`src/rtl/spectrum_band_averager_core_defines.svh`:
```
// Assertion macros for the spectrum band averager RTL.
`ifndef SPECTRUM_BAND_AVERAGER_CORE_DEFINES_SVH
`define SPECTRUM_BAND_AVERAGER_CORE_DEFINES_SVH

// Same-cycle implication, sampled on clk, off while rst_n is low.
`define SBA_ASSERT_NOW(name, ante, cons, msg) \
    name: assert property (@(posedge clk) disable iff (!rst_n) (ante) |-> (cons)) \
        else $error(msg);

// Next-cycle implication, sampled on clk, off while rst_n is low.
`define SBA_ASSERT_NEXT(name, ante, cons, msg) \
    name: assert property (@(posedge clk) disable iff (!rst_n) (ante) |=> (cons)) \
        else $error(msg);

`endif

```
`src/rtl/sba_pkg.sv`:
```
// Package: types, constants and band lookup for the spectrum band averager.
package sba_pkg;

    localparam int BAND_COUNT   = 10;
    localparam int FRAME_LENGTH = 1024;
    localparam int BIN_MIN      = 2;

    localparam int BIN_W  = 9;
    localparam int MAG_W  = 24;
    localparam int SUM_W  = 33;
    localparam int ACC_W  = 41;
    localparam int FC_W   = 8;
    localparam int BAND_W = 4;
    localparam int CFG_W  = 24;
    localparam int CFG_IDX_W = 1;

    localparam int DIV_STEPS = ACC_W;
    localparam int DIV_CNT_W = $clog2(DIV_STEPS + 1);

    // Frame-end settle: token walk through all cells, then the halve-and-merge and accumulate.
    localparam int CLOSE_CYCLES = BAND_COUNT + 2;
    localparam int CLOSE_CNT_W  = $clog2(CLOSE_CYCLES + 1);

    localparam logic [MAG_W-1:0] THRESH_RESET = 24'd500;
    localparam logic [FC_W-1:0]  FPA_RESET    = 8'd100;

    localparam logic [CFG_IDX_W-1:0] REG_NOISE_THRESHOLD = 1'd0;
    localparam logic [CFG_IDX_W-1:0] REG_FRAMES_PER_AVG  = 1'd1;

    localparam logic [BAND_W-1:0] LAST_BAND = BAND_W'(BAND_COUNT - 1);

    // Inclusive upper edges of bands 0..8; band 9 takes the rest.
    localparam logic [BIN_W-1:0] BAND_TOP [0:BAND_COUNT-2] =
        '{9'd3, 9'd5, 9'd9, 9'd15, 9'd26, 9'd45, 9'd79, 9'd138, 9'd242};

    typedef struct packed {
        logic [BIN_W-1:0] bin_index;
        logic [MAG_W-1:0] magnitude;
        logic             frame_end;
    } in_beat_t;

    typedef struct packed {
        logic [BAND_W-1:0] band_number;
        logic [SUM_W-1:0]  band_average;
        logic              last_band;
    } out_beat_t;

    // Bin traveling down the cell row.
    typedef struct packed {
        logic              valid;
        logic              add;
        logic [BAND_W-1:0] band;
        logic [MAG_W-1:0]  mag;
        logic              fend;
    } lane_t;

    typedef enum logic [2:0] {
        ST_IDLE,
        ST_CLOSE,
        ST_LOAD,
        ST_DIV,
        ST_PUT
    } state_t;

    function automatic logic [BAND_W-1:0] band_of(input logic [BIN_W-1:0] bin);
        logic [BAND_W-1:0] b;
        b = LAST_BAND;
        for (int i = BAND_COUNT - 2; i >= 0; i--)
        begin
            if (bin <= BAND_TOP[i])
            begin
                b = BAND_W'(i);
            end
        end
        return b;
    endfunction

endpackage

```
`src/rtl/sba_cell.sv`:
```
// Band cell: per-band sum, smoothed height and long-term accumulator.
module sba_cell (
    input  logic                     clk,
    input  logic                     rst_n,
    input  logic [sba_pkg::BAND_W-1:0] cell_id,
    input  sba_pkg::lane_t           lane_in,
    output sba_pkg::lane_t           lane_out,
    input  logic                     shift_en,
    input  logic [sba_pkg::ACC_W-1:0] acc_in,
    output logic [sba_pkg::ACC_W-1:0] acc_out
);

    logic [sba_pkg::SUM_W-1:0] sum_reg;
    logic [sba_pkg::SUM_W-1:0] sh_reg;
    logic [sba_pkg::ACC_W-1:0] acc_reg;
    logic                      close_reg;
    logic                      pend_reg;
    sba_pkg::lane_t            lane_reg;

    logic                      hit;
    logic [sba_pkg::SUM_W:0]   sum_wide;
    logic [sba_pkg::SUM_W-1:0] sum_sat;
    logic [sba_pkg::SUM_W:0]   sh_wide;

    always_comb
    begin
        hit      = lane_in.valid && lane_in.add && (lane_in.band == cell_id);
        sum_wide = {1'b0, sum_reg} + (sba_pkg::SUM_W + 1)'(lane_in.mag);
        sum_sat  = sum_wide[sba_pkg::SUM_W] ? '1 : sum_wide[sba_pkg::SUM_W-1:0];
        sh_wide  = {1'b0, sh_reg} + {1'b0, sum_reg};
    end

    always_ff @(posedge clk or negedge rst_n)
    begin
        if (!rst_n)
        begin
            sum_reg   <= '0;
            sh_reg    <= '0;
            acc_reg   <= '0;
            close_reg <= 1'b0;
            pend_reg  <= 1'b0;
            lane_reg  <= '0;
        end
        else
        begin
            lane_reg  <= lane_in;
            close_reg <= lane_in.valid && lane_in.fend;
            pend_reg  <= close_reg;

            // frame end: bin added first, then halve-and-merge, then accumulate
            if (close_reg)
            begin
                sum_reg <= '0;
                sh_reg  <= sh_wide[sba_pkg::SUM_W:1];
            end
            else if (hit)
            begin
                sum_reg <= sum_sat;
            end

            if (shift_en)
            begin
                acc_reg <= acc_in;
            end
            else if (pend_reg)
            begin
                acc_reg <= acc_reg + sba_pkg::ACC_W'(sh_reg);
            end
        end
    end

    assign lane_out = lane_reg;
    assign acc_out  = acc_reg;

endmodule

```
`src/rtl/sba_div.sv`:
```
// Restoring divider: one quotient bit per cycle, accumulator over frame count.
module sba_div (
    input  logic                      clk,
    input  logic                      rst_n,
    input  logic                      start,
    input  logic [sba_pkg::ACC_W-1:0] dividend,
    input  logic [sba_pkg::FC_W-1:0]  divisor,
    output logic                      busy,
    output logic [sba_pkg::SUM_W-1:0] quotient
);

    logic [sba_pkg::ACC_W-1:0]     quo_reg;
    logic [sba_pkg::FC_W-1:0]      rem_reg;
    logic [sba_pkg::FC_W-1:0]      dvs_reg;
    logic [sba_pkg::DIV_CNT_W-1:0] step_reg;
    logic                          busy_reg;

    logic [sba_pkg::FC_W:0]   rem_sh;
    logic [sba_pkg::FC_W:0]   rem_sub;
    logic                     ge;

    always_comb
    begin
        rem_sh  = {rem_reg, quo_reg[sba_pkg::ACC_W-1]};
        rem_sub = rem_sh - {1'b0, dvs_reg};
        ge      = rem_sh >= {1'b0, dvs_reg};
    end

    always_ff @(posedge clk or negedge rst_n)
    begin
        if (!rst_n)
        begin
            busy_reg <= 1'b0;
            step_reg <= '0;
        end
        else if (start)
        begin
            busy_reg <= 1'b1;
            step_reg <= sba_pkg::DIV_CNT_W'(sba_pkg::DIV_STEPS);
        end
        else if (busy_reg)
        begin
            step_reg <= step_reg - 1'b1;
            busy_reg <= (step_reg != sba_pkg::DIV_CNT_W'(1));
        end
    end

    always_ff @(posedge clk)
    begin
        if (start)
        begin
            quo_reg <= dividend;
            rem_reg <= '0;
            dvs_reg <= divisor;
        end
        else if (busy_reg)
        begin
            quo_reg <= {quo_reg[sba_pkg::ACC_W-2:0], ge};
            // remainder stays below the divisor, so it fits back in FC_W bits
            rem_reg <= ge ? rem_sub[sba_pkg::FC_W-1:0] : rem_sh[sba_pkg::FC_W-1:0];
        end
    end

    assign busy     = busy_reg;
    assign quotient = quo_reg[sba_pkg::SUM_W-1:0];

endmodule

```
`src/rtl/spectrum_band_averager_core.sv`:
```
// Top level: spectrum band averager, a row of band cells and a shared divider.
// Throughput: one bin beat per cycle inside a frame. Each bin walks the ten-cell row,
// one cell per cycle; a frame-end beat holds off input while it settles. A report then
// runs band by band (load, divider steps, a done check, output write) and waits on output
// stall. Input stays held off until it ends; out_valid rises after the first output write.
// Reset (rst_n, async low): all sums, heights, accumulators and the frame counter clear;
// threshold resets to 500 and frames per report to 100.
`include "spectrum_band_averager_core_defines.svh"

module spectrum_band_averager_core (
    input  logic                              clk,
    input  logic                              rst_n,
    input  logic                              in_valid,
    output logic                              in_ready,
    input  sba_pkg::in_beat_t                 in_data,
    output logic                              out_valid,
    input  logic                              out_ready,
    output sba_pkg::out_beat_t                out_data,
    input  logic                              cfg_we,
    input  logic [sba_pkg::CFG_IDX_W-1:0]     cfg_index,
    input  logic [sba_pkg::CFG_W-1:0]         cfg_data
);

    // Configuration registers
    logic [sba_pkg::MAG_W-1:0] thresh_reg;
    logic [sba_pkg::FC_W-1:0]  fpa_reg;

    // Control
    sba_pkg::state_t               state_reg, state_next;
    logic [sba_pkg::CLOSE_CNT_W-1:0] wait_reg;
    logic [sba_pkg::FC_W-1:0]      fc_reg;
    logic                          rpt_reg;
    logic [sba_pkg::BAND_W-1:0]    band_reg;

    // Output register
    logic                          out_valid_reg;
    sba_pkg::out_beat_t            out_data_reg;

    logic                          in_fire;
    logic                          div_start;
    logic                          chain_shift;
    logic                          put_fire;
    logic                          div_busy;
    logic [sba_pkg::SUM_W-1:0]     div_quo;

    logic [sba_pkg::FC_W-1:0]      fc_inc;
    logic [sba_pkg::FC_W-1:0]      fc_target;
    logic                          rpt_due;

    sba_pkg::lane_t                lane [0:sba_pkg::BAND_COUNT];
    logic [sba_pkg::ACC_W-1:0]     acc_chain [0:sba_pkg::BAND_COUNT];
    logic [sba_pkg::BAND_COUNT-1:0] lane_busy;

    assign in_fire = in_valid && in_ready;

    // Bin qualification: in range and strictly above the noise floor
    always_comb
    begin
        lane[0].valid = in_fire;
        lane[0].add   = (32'(in_data.bin_index) >= 32'(sba_pkg::BIN_MIN))
                     && (32'(in_data.bin_index) < 32'(sba_pkg::FRAME_LENGTH / 2))
                     && (in_data.magnitude > thresh_reg);
        lane[0].band  = sba_pkg::band_of(in_data.bin_index);
        lane[0].mag   = in_data.magnitude;
        lane[0].fend  = in_data.frame_end;
    end

    // Report decision at frame end; register value 0 acts as 1, counter wrap skips report
    always_comb
    begin
        fc_inc    = fc_reg + 1'b1;
        fc_target = (fpa_reg == '0) ? sba_pkg::FC_W'(1) : fpa_reg;
        rpt_due   = (fc_inc != '0) && (fc_inc >= fc_target);
    end

    // Cell row: bins flow toward the last cell; on report, accumulators
    // shift toward cell 0, which feeds the divider, and zeros enter at the tail.
    assign acc_chain[sba_pkg::BAND_COUNT] = '0;

    for (genvar i = 0; i < sba_pkg::BAND_COUNT; i++)
    begin : g_cell
        sba_cell u_cell (
            .clk      (clk),
            .rst_n    (rst_n),
            .cell_id  (sba_pkg::BAND_W'(i)),
            .lane_in  (lane[i]),
            .lane_out (lane[i+1]),
            .shift_en (chain_shift),
            .acc_in   (acc_chain[i+1]),
            .acc_out  (acc_chain[i])
        );
        assign lane_busy[i] = lane[i+1].valid;
    end

    sba_div u_div (
        .clk      (clk),
        .rst_n    (rst_n),
        .start    (div_start),
        .dividend (acc_chain[0]),
        .divisor  (fc_reg),
        .busy     (div_busy),
        .quotient (div_quo)
    );

    // Next state
    always_comb
    begin
        state_next = state_reg;
        case (state_reg)
            sba_pkg::ST_IDLE:
            begin
                if (in_fire && in_data.frame_end)
                begin
                    state_next = sba_pkg::ST_CLOSE;
                end
            end
            sba_pkg::ST_CLOSE:
            begin
                if (wait_reg == '0)
                begin
                    state_next = rpt_reg ? sba_pkg::ST_LOAD : sba_pkg::ST_IDLE;
                end
            end
            sba_pkg::ST_LOAD:
            begin
                state_next = sba_pkg::ST_DIV;
            end
            sba_pkg::ST_DIV:
            begin
                if (!div_busy)
                begin
                    state_next = sba_pkg::ST_PUT;
                end
            end
            sba_pkg::ST_PUT:
            begin
                if (put_fire)
                begin
                    state_next = (band_reg == sba_pkg::LAST_BAND) ? sba_pkg::ST_IDLE
                                                                   : sba_pkg::ST_LOAD;
                end
            end
            default:
            begin
                state_next = sba_pkg::ST_IDLE;
            end
        endcase
    end

    // State outputs
    always_comb
    begin
        in_ready    = 1'b0;
        div_start   = 1'b0;
        chain_shift = 1'b0;
        put_fire    = 1'b0;
        case (state_reg)
            sba_pkg::ST_IDLE:
            begin
                in_ready = 1'b1;
            end
            sba_pkg::ST_LOAD:
            begin
                div_start   = 1'b1;
                chain_shift = 1'b1;
            end
            sba_pkg::ST_PUT:
            begin
                put_fire = !out_valid_reg || out_ready;
            end
            default:
            begin
                in_ready = 1'b0;
            end
        endcase
    end

    always_ff @(posedge clk or negedge rst_n)
    begin
        if (!rst_n)
        begin
            state_reg     <= sba_pkg::ST_IDLE;
            wait_reg      <= '0;
            fc_reg        <= '0;
            rpt_reg       <= 1'b0;
            band_reg      <= '0;
            out_valid_reg <= 1'b0;
            thresh_reg    <= sba_pkg::THRESH_RESET;
            fpa_reg       <= sba_pkg::FPA_RESET;
        end
        else
        begin
            state_reg <= state_next;

            if (cfg_we)
            begin
                case (cfg_index)
                    sba_pkg::REG_NOISE_THRESHOLD: thresh_reg <= cfg_data;
                    sba_pkg::REG_FRAMES_PER_AVG:  fpa_reg    <= cfg_data[sba_pkg::FC_W-1:0];
                    default:                      thresh_reg <= thresh_reg;
                endcase
            end

            if (in_fire && in_data.frame_end)
            begin
                fc_reg   <= fc_inc;
                rpt_reg  <= rpt_due;
                wait_reg <= sba_pkg::CLOSE_CNT_W'(sba_pkg::CLOSE_CYCLES - 1);
                band_reg <= '0;
            end
            else if (state_reg == sba_pkg::ST_CLOSE)
            begin
                wait_reg <= wait_reg - 1'b1;
            end

            if (put_fire)
            begin
                band_reg <= band_reg + 1'b1;
                if (band_reg == sba_pkg::LAST_BAND)
                begin
                    fc_reg <= '0;
                end
            end

            // output beat register: refill on put, drop on take
            if (put_fire)
            begin
                out_valid_reg <= 1'b1;
            end
            else if (out_ready)
            begin
                out_valid_reg <= 1'b0;
            end
        end
    end

    always_ff @(posedge clk)
    begin
        if (put_fire)
        begin
            out_data_reg.band_number  <= band_reg;
            out_data_reg.band_average <= div_quo;
            out_data_reg.last_band    <= (band_reg == sba_pkg::LAST_BAND);
        end
    end

    assign out_valid = out_valid_reg;
    assign out_data  = out_data_reg;

    // Checks
    `SBA_ASSERT_NOW(a_row_empty_on_load, state_reg == sba_pkg::ST_LOAD, lane_busy == '0,
        "bin still in cell row when report starts")
    `SBA_ASSERT_NOW(a_div_idle_on_load, state_reg == sba_pkg::ST_LOAD, !div_busy,
        "divider restarted while busy")
    `SBA_ASSERT_NEXT(a_count_clear, put_fire && band_reg == sba_pkg::LAST_BAND,
        fc_reg == '0 && state_reg == sba_pkg::ST_IDLE,
        "frame count not cleared after report")
    `SBA_ASSERT_NOW(a_divisor_nonzero, state_reg == sba_pkg::ST_LOAD, fc_reg != '0,
        "report with zero frame count")

endmodule

```
`config.mk`:
```
export PLATFORM = sky130hd
export DESIGN_NAME = spectrum_band_averager_core
export DESIGN_NICKNAME = d
export VERILOG_FILES = /design/src/rtl/sba_pkg.sv /design/src/rtl/sba_cell.sv /design/src/rtl/sba_div.sv /design/src/rtl/spectrum_band_averager_core.sv
export VERILOG_INCLUDE_DIRS = /design/src /design/src/rtl
export SDC_FILE = /design/constraint.sdc
export NUM_CORES = 2
export LEC_CHECK = 0
export ABC_CLOCK_PERIOD_IN_PS = 6700
export BUFFER_PORTS_ARGS = -buffer_cell sky130_fd_sc_hd__buf_2
export CORE_MARGIN = 2
export CORE_UTILIZATION = 55
export CTS_CLUSTER_SIZE = 14
export DETAILED_ROUTE_END_ITERATION = 12
export HOLD_SLACK_MARGIN = 0.12
export PLACE_DENSITY_LB_ADDON = 0.25
export RECOVER_POWER = 100
export SLEW_MARGIN = 20
export SYNTH_ARGS = -nofsm -noshare
export SYNTH_HDL_FRONTEND = slang
export SYNTH_SLANG_ARGS = --single-unit
```
`constraint.sdc`:
```
create_clock -name clk -period 6.7 [get_ports clk]
set_clock_uncertainty 0.2 [all_clocks]
set_input_delay 0.335 -clock clk [delete_from_list [all_inputs] [get_ports clk]]
set_output_delay 0.335 -clock clk [all_outputs]
set_load 0.01 [all_outputs]
```
# Word level (Yosys, flattened, before mapping)
# Index checks and enable logic that the tools add are counted.
classes:
  n_mul: 0
  div: 0
  n_mux: 86
  reduce_logical: 67
  addsub: 35
  eq_ne: 19
  n_lt_le_gt_ge: 13
  n_bitwise: 1
  n_shift: 0
op_table:
  columns: ["op", "n"]
  rows:
  - ["$mux W33", 30]
  - ["$mux W41", 22]
  - ["$add A41 B33 Y41", 10]
  - ["$add A33 B24 Y34", 10]
  - ["$add A33 B33 Y34", 10]
  - ["$mux W4", 12]
  - ["$reduce_bool A2 Y1", 24]
  - ["$mux W8", 5]
  - ["$logic_and A1 B1 Y1", 33]
  - ["$gt A24 B24 Y1", 1]
  - ["$le A9 B4 Y1 const B", 2]
  - ["$le A9 B8 Y1 const B", 2]
  - ["$eq A4 B3 Y1 const B", 4]
  - ["$pmux W3 S5", 1]
  - ["$eq A4 B4 Y1 const B", 3]
  - ["$mux W3", 4]
  - ["$mux W6", 2]
  - ["$ge A9 B2 Y1 const B", 1]
  - ["$ge A9 B8 Y1", 1]
  - ["$le A9 B2 Y1 const B", 1]
  - ["$le A9 B3 Y1 const B", 1]
  - ["$le A9 B5 Y1 const B", 1]
  - ["$le A9 B6 Y1 const B", 1]
  - ["$le A9 B7 Y1 const B", 1]
  - ["24 further kinds", 39]
totals:
  mem_count: 0
  input_bits: 64
  latch_bits: 0
  reg_bits: 1524
  mem_bits_rw: 0
  output_inout_bits: 40
  wordCells: 332
  romBits: 0

# Logic depth before layout (Yosys ltp)
depth:
  word_depth: 14
  ltp_mapped: 15
  depth_no_buf: 14

# By module
# Synthesis repeated with hierarchy kept, for this count alone.
unflattened:
  hier_cells: 11826
  hier_area_um2: 108733.0
modules_own_cells:
  columns: ["mod", "area_per_inst_um2", "seq_area_each_um2", "instances", "cells_each"]
  rows:
  - ["sba_cell at g_cell[2].u_cell ...", 10100.9, 3503.4, 3, 1114]
  - ["sba_cell at g_cell[6].u_cell ...", 9930.8, 3503.4, 3, 1085]
  - ["sba_cell at g_cell[1].u_cell", 10327.4, 3503.4, 1, 1177]
  - ["sba_cell at g_cell[0].u_cell", 10314.9, 3503.4, 1, 1173]
  - ["sba_cell at g_cell[9].u_cell", 10107.2, 3503.4, 1, 1101]
  - ["sba_cell at g_cell[5].u_cell", 10072.2, 3503.4, 1, 1112]
  - ["spectrum_band_averager_core", 4508.1, 2478.6, 1, 415]
  - ["sba_div", 3308.2, 1806.7, 1, 251]

# Worst setup path before layout
# OpenSTA, ideal clock, no wires.
synth_timing:
  path_type: "flip-flop to flip-flop"
  startpoint: "reg g_cell[7].u_cell.sh_reg[1] (netlist bit)"
  endpoint: "reg g_cell[7].u_cell.sh_reg[27] (netlist bit)"
  required_time_ns: 6.375
  setup_ns: 0.125
  slack_ns: 3.388
  stages_incl_launch_ff: 14
  arrival_time_ns: 2.987
  n_path_buf: 0
  synth_period_minus_slack_ns: 3.312
  cell_sequence: "dfrtp_1 -> inv_1 -> fa_1 -> nor2b_1 -> o21ai_0 -> a2111oi_0 -> a211oi_1 -> a211oi_1 -> o221ai_2 -> o211ai_1 -> o21a_1 -> a21oi_1 -> xnor2_1 -> mux2_2"
synth_between:
  elab_chain_len: 1
synth_rtl:
  columns: ["item", "line_no", "rtl"]
  rows:
  - ["start: declaration", "sba_cell.sv:14", "logic [sba_pkg::SUM_W-1:0] sh_reg;"]
  - ["start signal: assignment", "sba_cell.sv:54", "sh_reg <= sh_wide[sba_pkg::SUM_W:1];"]
  - ["$add A33 B33 Y34", "sba_cell.sv:30", "sh_wide = {1'b0, sh_reg} + {1'b0, sum_reg};"]
# No other way between the ends.
# A chain may end at the register's enable or synchronous reset.

# Final worst setup path
layout_timing:
  startpoint: "reg g_cell[8].u_cell.lane_reg, in the netlist g_cell[8].u_cell.lane_out[2]"
  endpoint: "reg g_cell[9].u_cell.sum_reg[31] (netlist bit)"
layout_between:
  elab_chain_len: 4
layout_rtl:
  columns: ["item", "line_no", "rtl"]
  rows:
  - ["start: declaration", "sba_cell.sv:18", "sba_pkg::lane_t lane_reg;"]
  - ["start signal: assignment", "sba_cell.sv:46", "lane_reg <= lane_in;"]
  - ["$add A33 B24 Y34", "sba_cell.sv:28", "sum_wide = {1'b0, sum_reg} + (sba_pkg::SUM_W + 1)'(lane_in.mag);"]
  - ["$mux W33", "sba_cell.sv:29", "sum_sat = sum_wide[sba_pkg::SUM_W] ? '1 : sum_wide[sba_pkg::SUM_W-1:0];"]
  - ["$mux W33", "sba_cell.sv:56", "else if (hit)"]
  - ["$mux W33", "sba_cell.sv:51", "if (close_reg)"]
  - ["end signal: assignment", "sba_cell.sv:58", "sum_reg <= sum_sat;"]
  - ["end: declaration", "sba_cell.sv:13", "logic [sba_pkg::SUM_W-1:0] sum_reg;"]
# No other way between the ends. The select of a mux whose other input is x is not followed.

==> metrics.md <==
| Metric | Value |
|---|---|
| Cts bufs inserted | 169 |
| Switching Fraction | 41.3% |
| Post-synthesis cell type count | 108 |
| DIE AREA | 189000 um2 |
| Die Ht | 435 um |
| Most frequent cells in the layout | 1407 x dfrtp_1, 972 x nand2_1, 947 x a21oi_1, 937 x ha_1, 853 x nor2_1 |
| Fin nets | 12100 |
| Maximum clock rate | 192 MHz |
| Routed WL per cell | 20.5 um |
| First-pass GRT wire length | 449000 um |
| DP Wirelength | 208000 um |
| Grt ovf | 0 |
| R2R Setup Slk | 1480 ps |
| Seq/Total Area, Yosys | 37.7% |
| Failing checks | max-capacitance violations, max-slew violations |
| Syn avg cell area | 9.32 um2 |
| Combinational power share | 46.6% |
| Slew Viols, Final | 1334 |
| Slew @ Worst Pin | 4080 ps |
| CTS Root Cell | clkbuf_16 |
| Most common cell after layout, fill and taps aside | dfrtp_1 |
| Dominant synthesized flop cell | dfrtp_1 |
| Sink Count | 1524 |
| DRT antenna net count | 0 |
| Hold Crit Start | g_cell[5].u_cell.lane_out[26]$_DFF_PN0_ |
| Slowest cell on crit path | clkbuf_1 |
| Outcome | finished with violations |
| CP arrival | 5630 ps |
| Clock power share | 20.8% |
| Drt first pass iters | 8 |
| Critical Path RT | 7110 ps |
| Maxcap violations | 22 |
| Hold Path Class | reg -> reg |
| GP Congestion | 0.945 |
| Worst-path maximum fanout | 27 |
| YS warnings | 0 |
| FFs w/ async S/R, synth | 93.8% |
| Worst reg2reg endpoint | g_cell[9].u_cell.sum_reg[31]$_DFFE_PN0P_ |
| Overall Global Routing Usage | 29.1% |
| Kind of start point of the critical path | register |
| Slew margin rel. | -172% |
| Hold EP | g_cell[6].u_cell.lane_out[26]$_DFF_PN0_ |
| Mapped cell area | 102000 um2 |
| Initial DRC count | 6601 |
| Critical Path, Cell by Cell | ha_1, a21o_1, a21oi_1, o21ai_0, a21boi_0, nor4_1, o31ai_1, o21ai_0, nand3_1, clkbuf_1, a21oi_1, nor2_1, a311oi_1 |
| Hold Slack | 170 ps |
| Met3 Use GR | 3.06% |
| Most used routing layer | met2 |
| Worst path top cell family by delay | compound AO/OA/AOI/OAI gates |
| H-tree levels | 4 |
| Vias in the first global route | 82100 |
| Largest net degree at the start of global routing | 170 |
| Clk pin slew, worst setup/hold paths | 60 ps |
| Reg-to-reg startpoint | g_cell[8].u_cell.lane_out[2]$_DFF_PN0_ |
| Die Span X | 435 um |
| #FFs+latches synth | 1524 |
| Crit path buffers/inverters | 1 |
| Post-synth EDFFs | 87 |
| Slowest cell delay on critical path | 1120 ps |
| Flop pwr share | 32.6% |
| WL final | 281000 um |
| Layout cell share with drive strength beyond 1 | 6.11% |
| Core Rows | 158 |
| Pwr dens | 410 nW/um2 |
| Critical path capture point type | register |
| CP startpoint | g_cell[8].u_cell.lane_out[2]$_DFF_PN0_ |
| Ports | 104 |
| Maximum buffer depth of the clock tree | 3 |
| RSZ-0062 raised after global routing | false |
| Fin. Hold Viols | 0 |
| Fin crit share | 77.9% |
| Via density | 6.17 |
| Max FFs per register | 410 |
| Post-layout min period | 5220 ps |
| Setup tns final | 0 ps |
| Final setup viols | 0 |
| Layout area overhead | 9.50% |
| CORE AREA | 185000 um2 |
| Synth Net Count | 12000 |
| Postcts setup bufs | 0 |
| Cells after Synth | 11000 |
| # DRC | 0 |
| P_int | 26.9 mW |
| Met1 Track Usage GR | 39.4% |
| CTS tree | built |
| IO buf count | 103 |
| Reg2Reg Depth | 13 |
| Pleak | 51.8 nW |
| Met2 Usage GRT | 47.5% |
| Crit Path Class | reg -> reg |
| Starting Density | 55.2% |
| Hold depth | 0 |
| Initial antenna violation count | 5 |
| Vias | 84700 |
| Clk_lat worst skew | 820 ps |
| Peak supply drop | 236 uV |
| Net Switching | 18.9 mW |
metrics by stage:
stage	total power, mW	util [%]	setup WS, ps	area (um2)	std cells
final	45.9	60.5	1480	112000	13700
after global routing	49.2	60.5	1220	112000	13700
after CTS	45.8	60.7	2480	112000	13700
after detailed placement	36.1	56.8	2540	105000	13300
after global placement	35.2	56.8	2670	105000	13300
after floorplan	30.7	-	3390	102000	11000
Yosys cell counts (253+ instances only):
cell,count,area [um2]
inv_1,359,1350
a21oi_1,943,4720
dfrtp_1,1420,35500
ha_1,937,11700
mux2_2,254,2860
nand2_1,972,3650
a21o_1,435,3270
nor2_1,853,3200
xnor2_1,519,4550
clkbuf_1,319,1200
mux2i_1,253,2530
o21ai_0,792,3960
xor2_1,315,2760
area by class of cell:
class | instances | area (um2)
diodes | 7 | 17.5
inverters | 362 | 1370
fillers | 15600 | 73100
clock inverters | 58 | 613
flip-flops and latches | 1524 | 38600
clock buffers | 246 | 4990
well taps | 2480 | 3100
repair buffers | 327 | 2540
multi-input cells | 8717 | 60700
cells by family after synthesis:
family,synth area share (%)
AO/OA/AOI/OAI,21.2
AND/OR/NAND/NOR,13.8
flip-flops,37.7
adder cells (fa/ha/maj),12.1
XOR/XNOR,7.15
buffers and inverters,2.70
multiplexers,5.28
worst register-to-register path: cells and delay by family (launching register included):
| kind | cells | cell delay [ps] |
|---|---|---|
| AND/OR/NAND/NOR | 3 | 640 |
| buffers and inverters | 1 | 1120 |
| AO/OA/AOI/OAI | 8 | 2350 |
| adder cells (fa/ha/maj) | 1 | 310 |
| flip-flops | 1 | 430 |
what timing repair did:
item | 4_1_cts | 5_1_grt
resized for setup | 0 | 0
hold endpoints to repair | 502 | 0
hold buffers | 159 | 0
metal layers:
metal  wire, um  part of all wire [%]
met1     123000                    44
met2     132000                    47
met3      13900                   4.9
met4      12600                   4.5
met5          0                     0
power by group through the flow:
stage,Combinational (mW),Sequential [mW],Clock (mW)
after floorplan,17.2,13.5,0
after global placement,20.3,15.0,0
after detailed placement,21.0,15.0,0
after CTS,21.3,14.9,9.65
after global routing,23.9,15.2,10.0
final,21.4,15.0,9.52
worst max path at each step:
stage | to | cells after the start
6_report | g_cell[9].u_cell.sum_reg[31]$_DFFE_PN0P_ | 13
5_1_grt | g_cell[9].u_cell.sum_reg[31]$_DFFE_PN0P_ | 13
4_1_cts | g_cell[6].u_cell.acc_out[40]$_DFFE_PN0P_ | 14
3_5_place_dp | g_cell[6].u_cell.acc_out[40]$_DFFE_PN0P_ | 14
3_3_place_gp | g_cell[6].u_cell.acc_out[40]$_DFFE_PN0P_ | 14
2_1_floorplan | g_cell[7].u_cell.sh_reg[27]$_DFFE_PN0P_ | 13
Power figures use the tool's default switching activity.
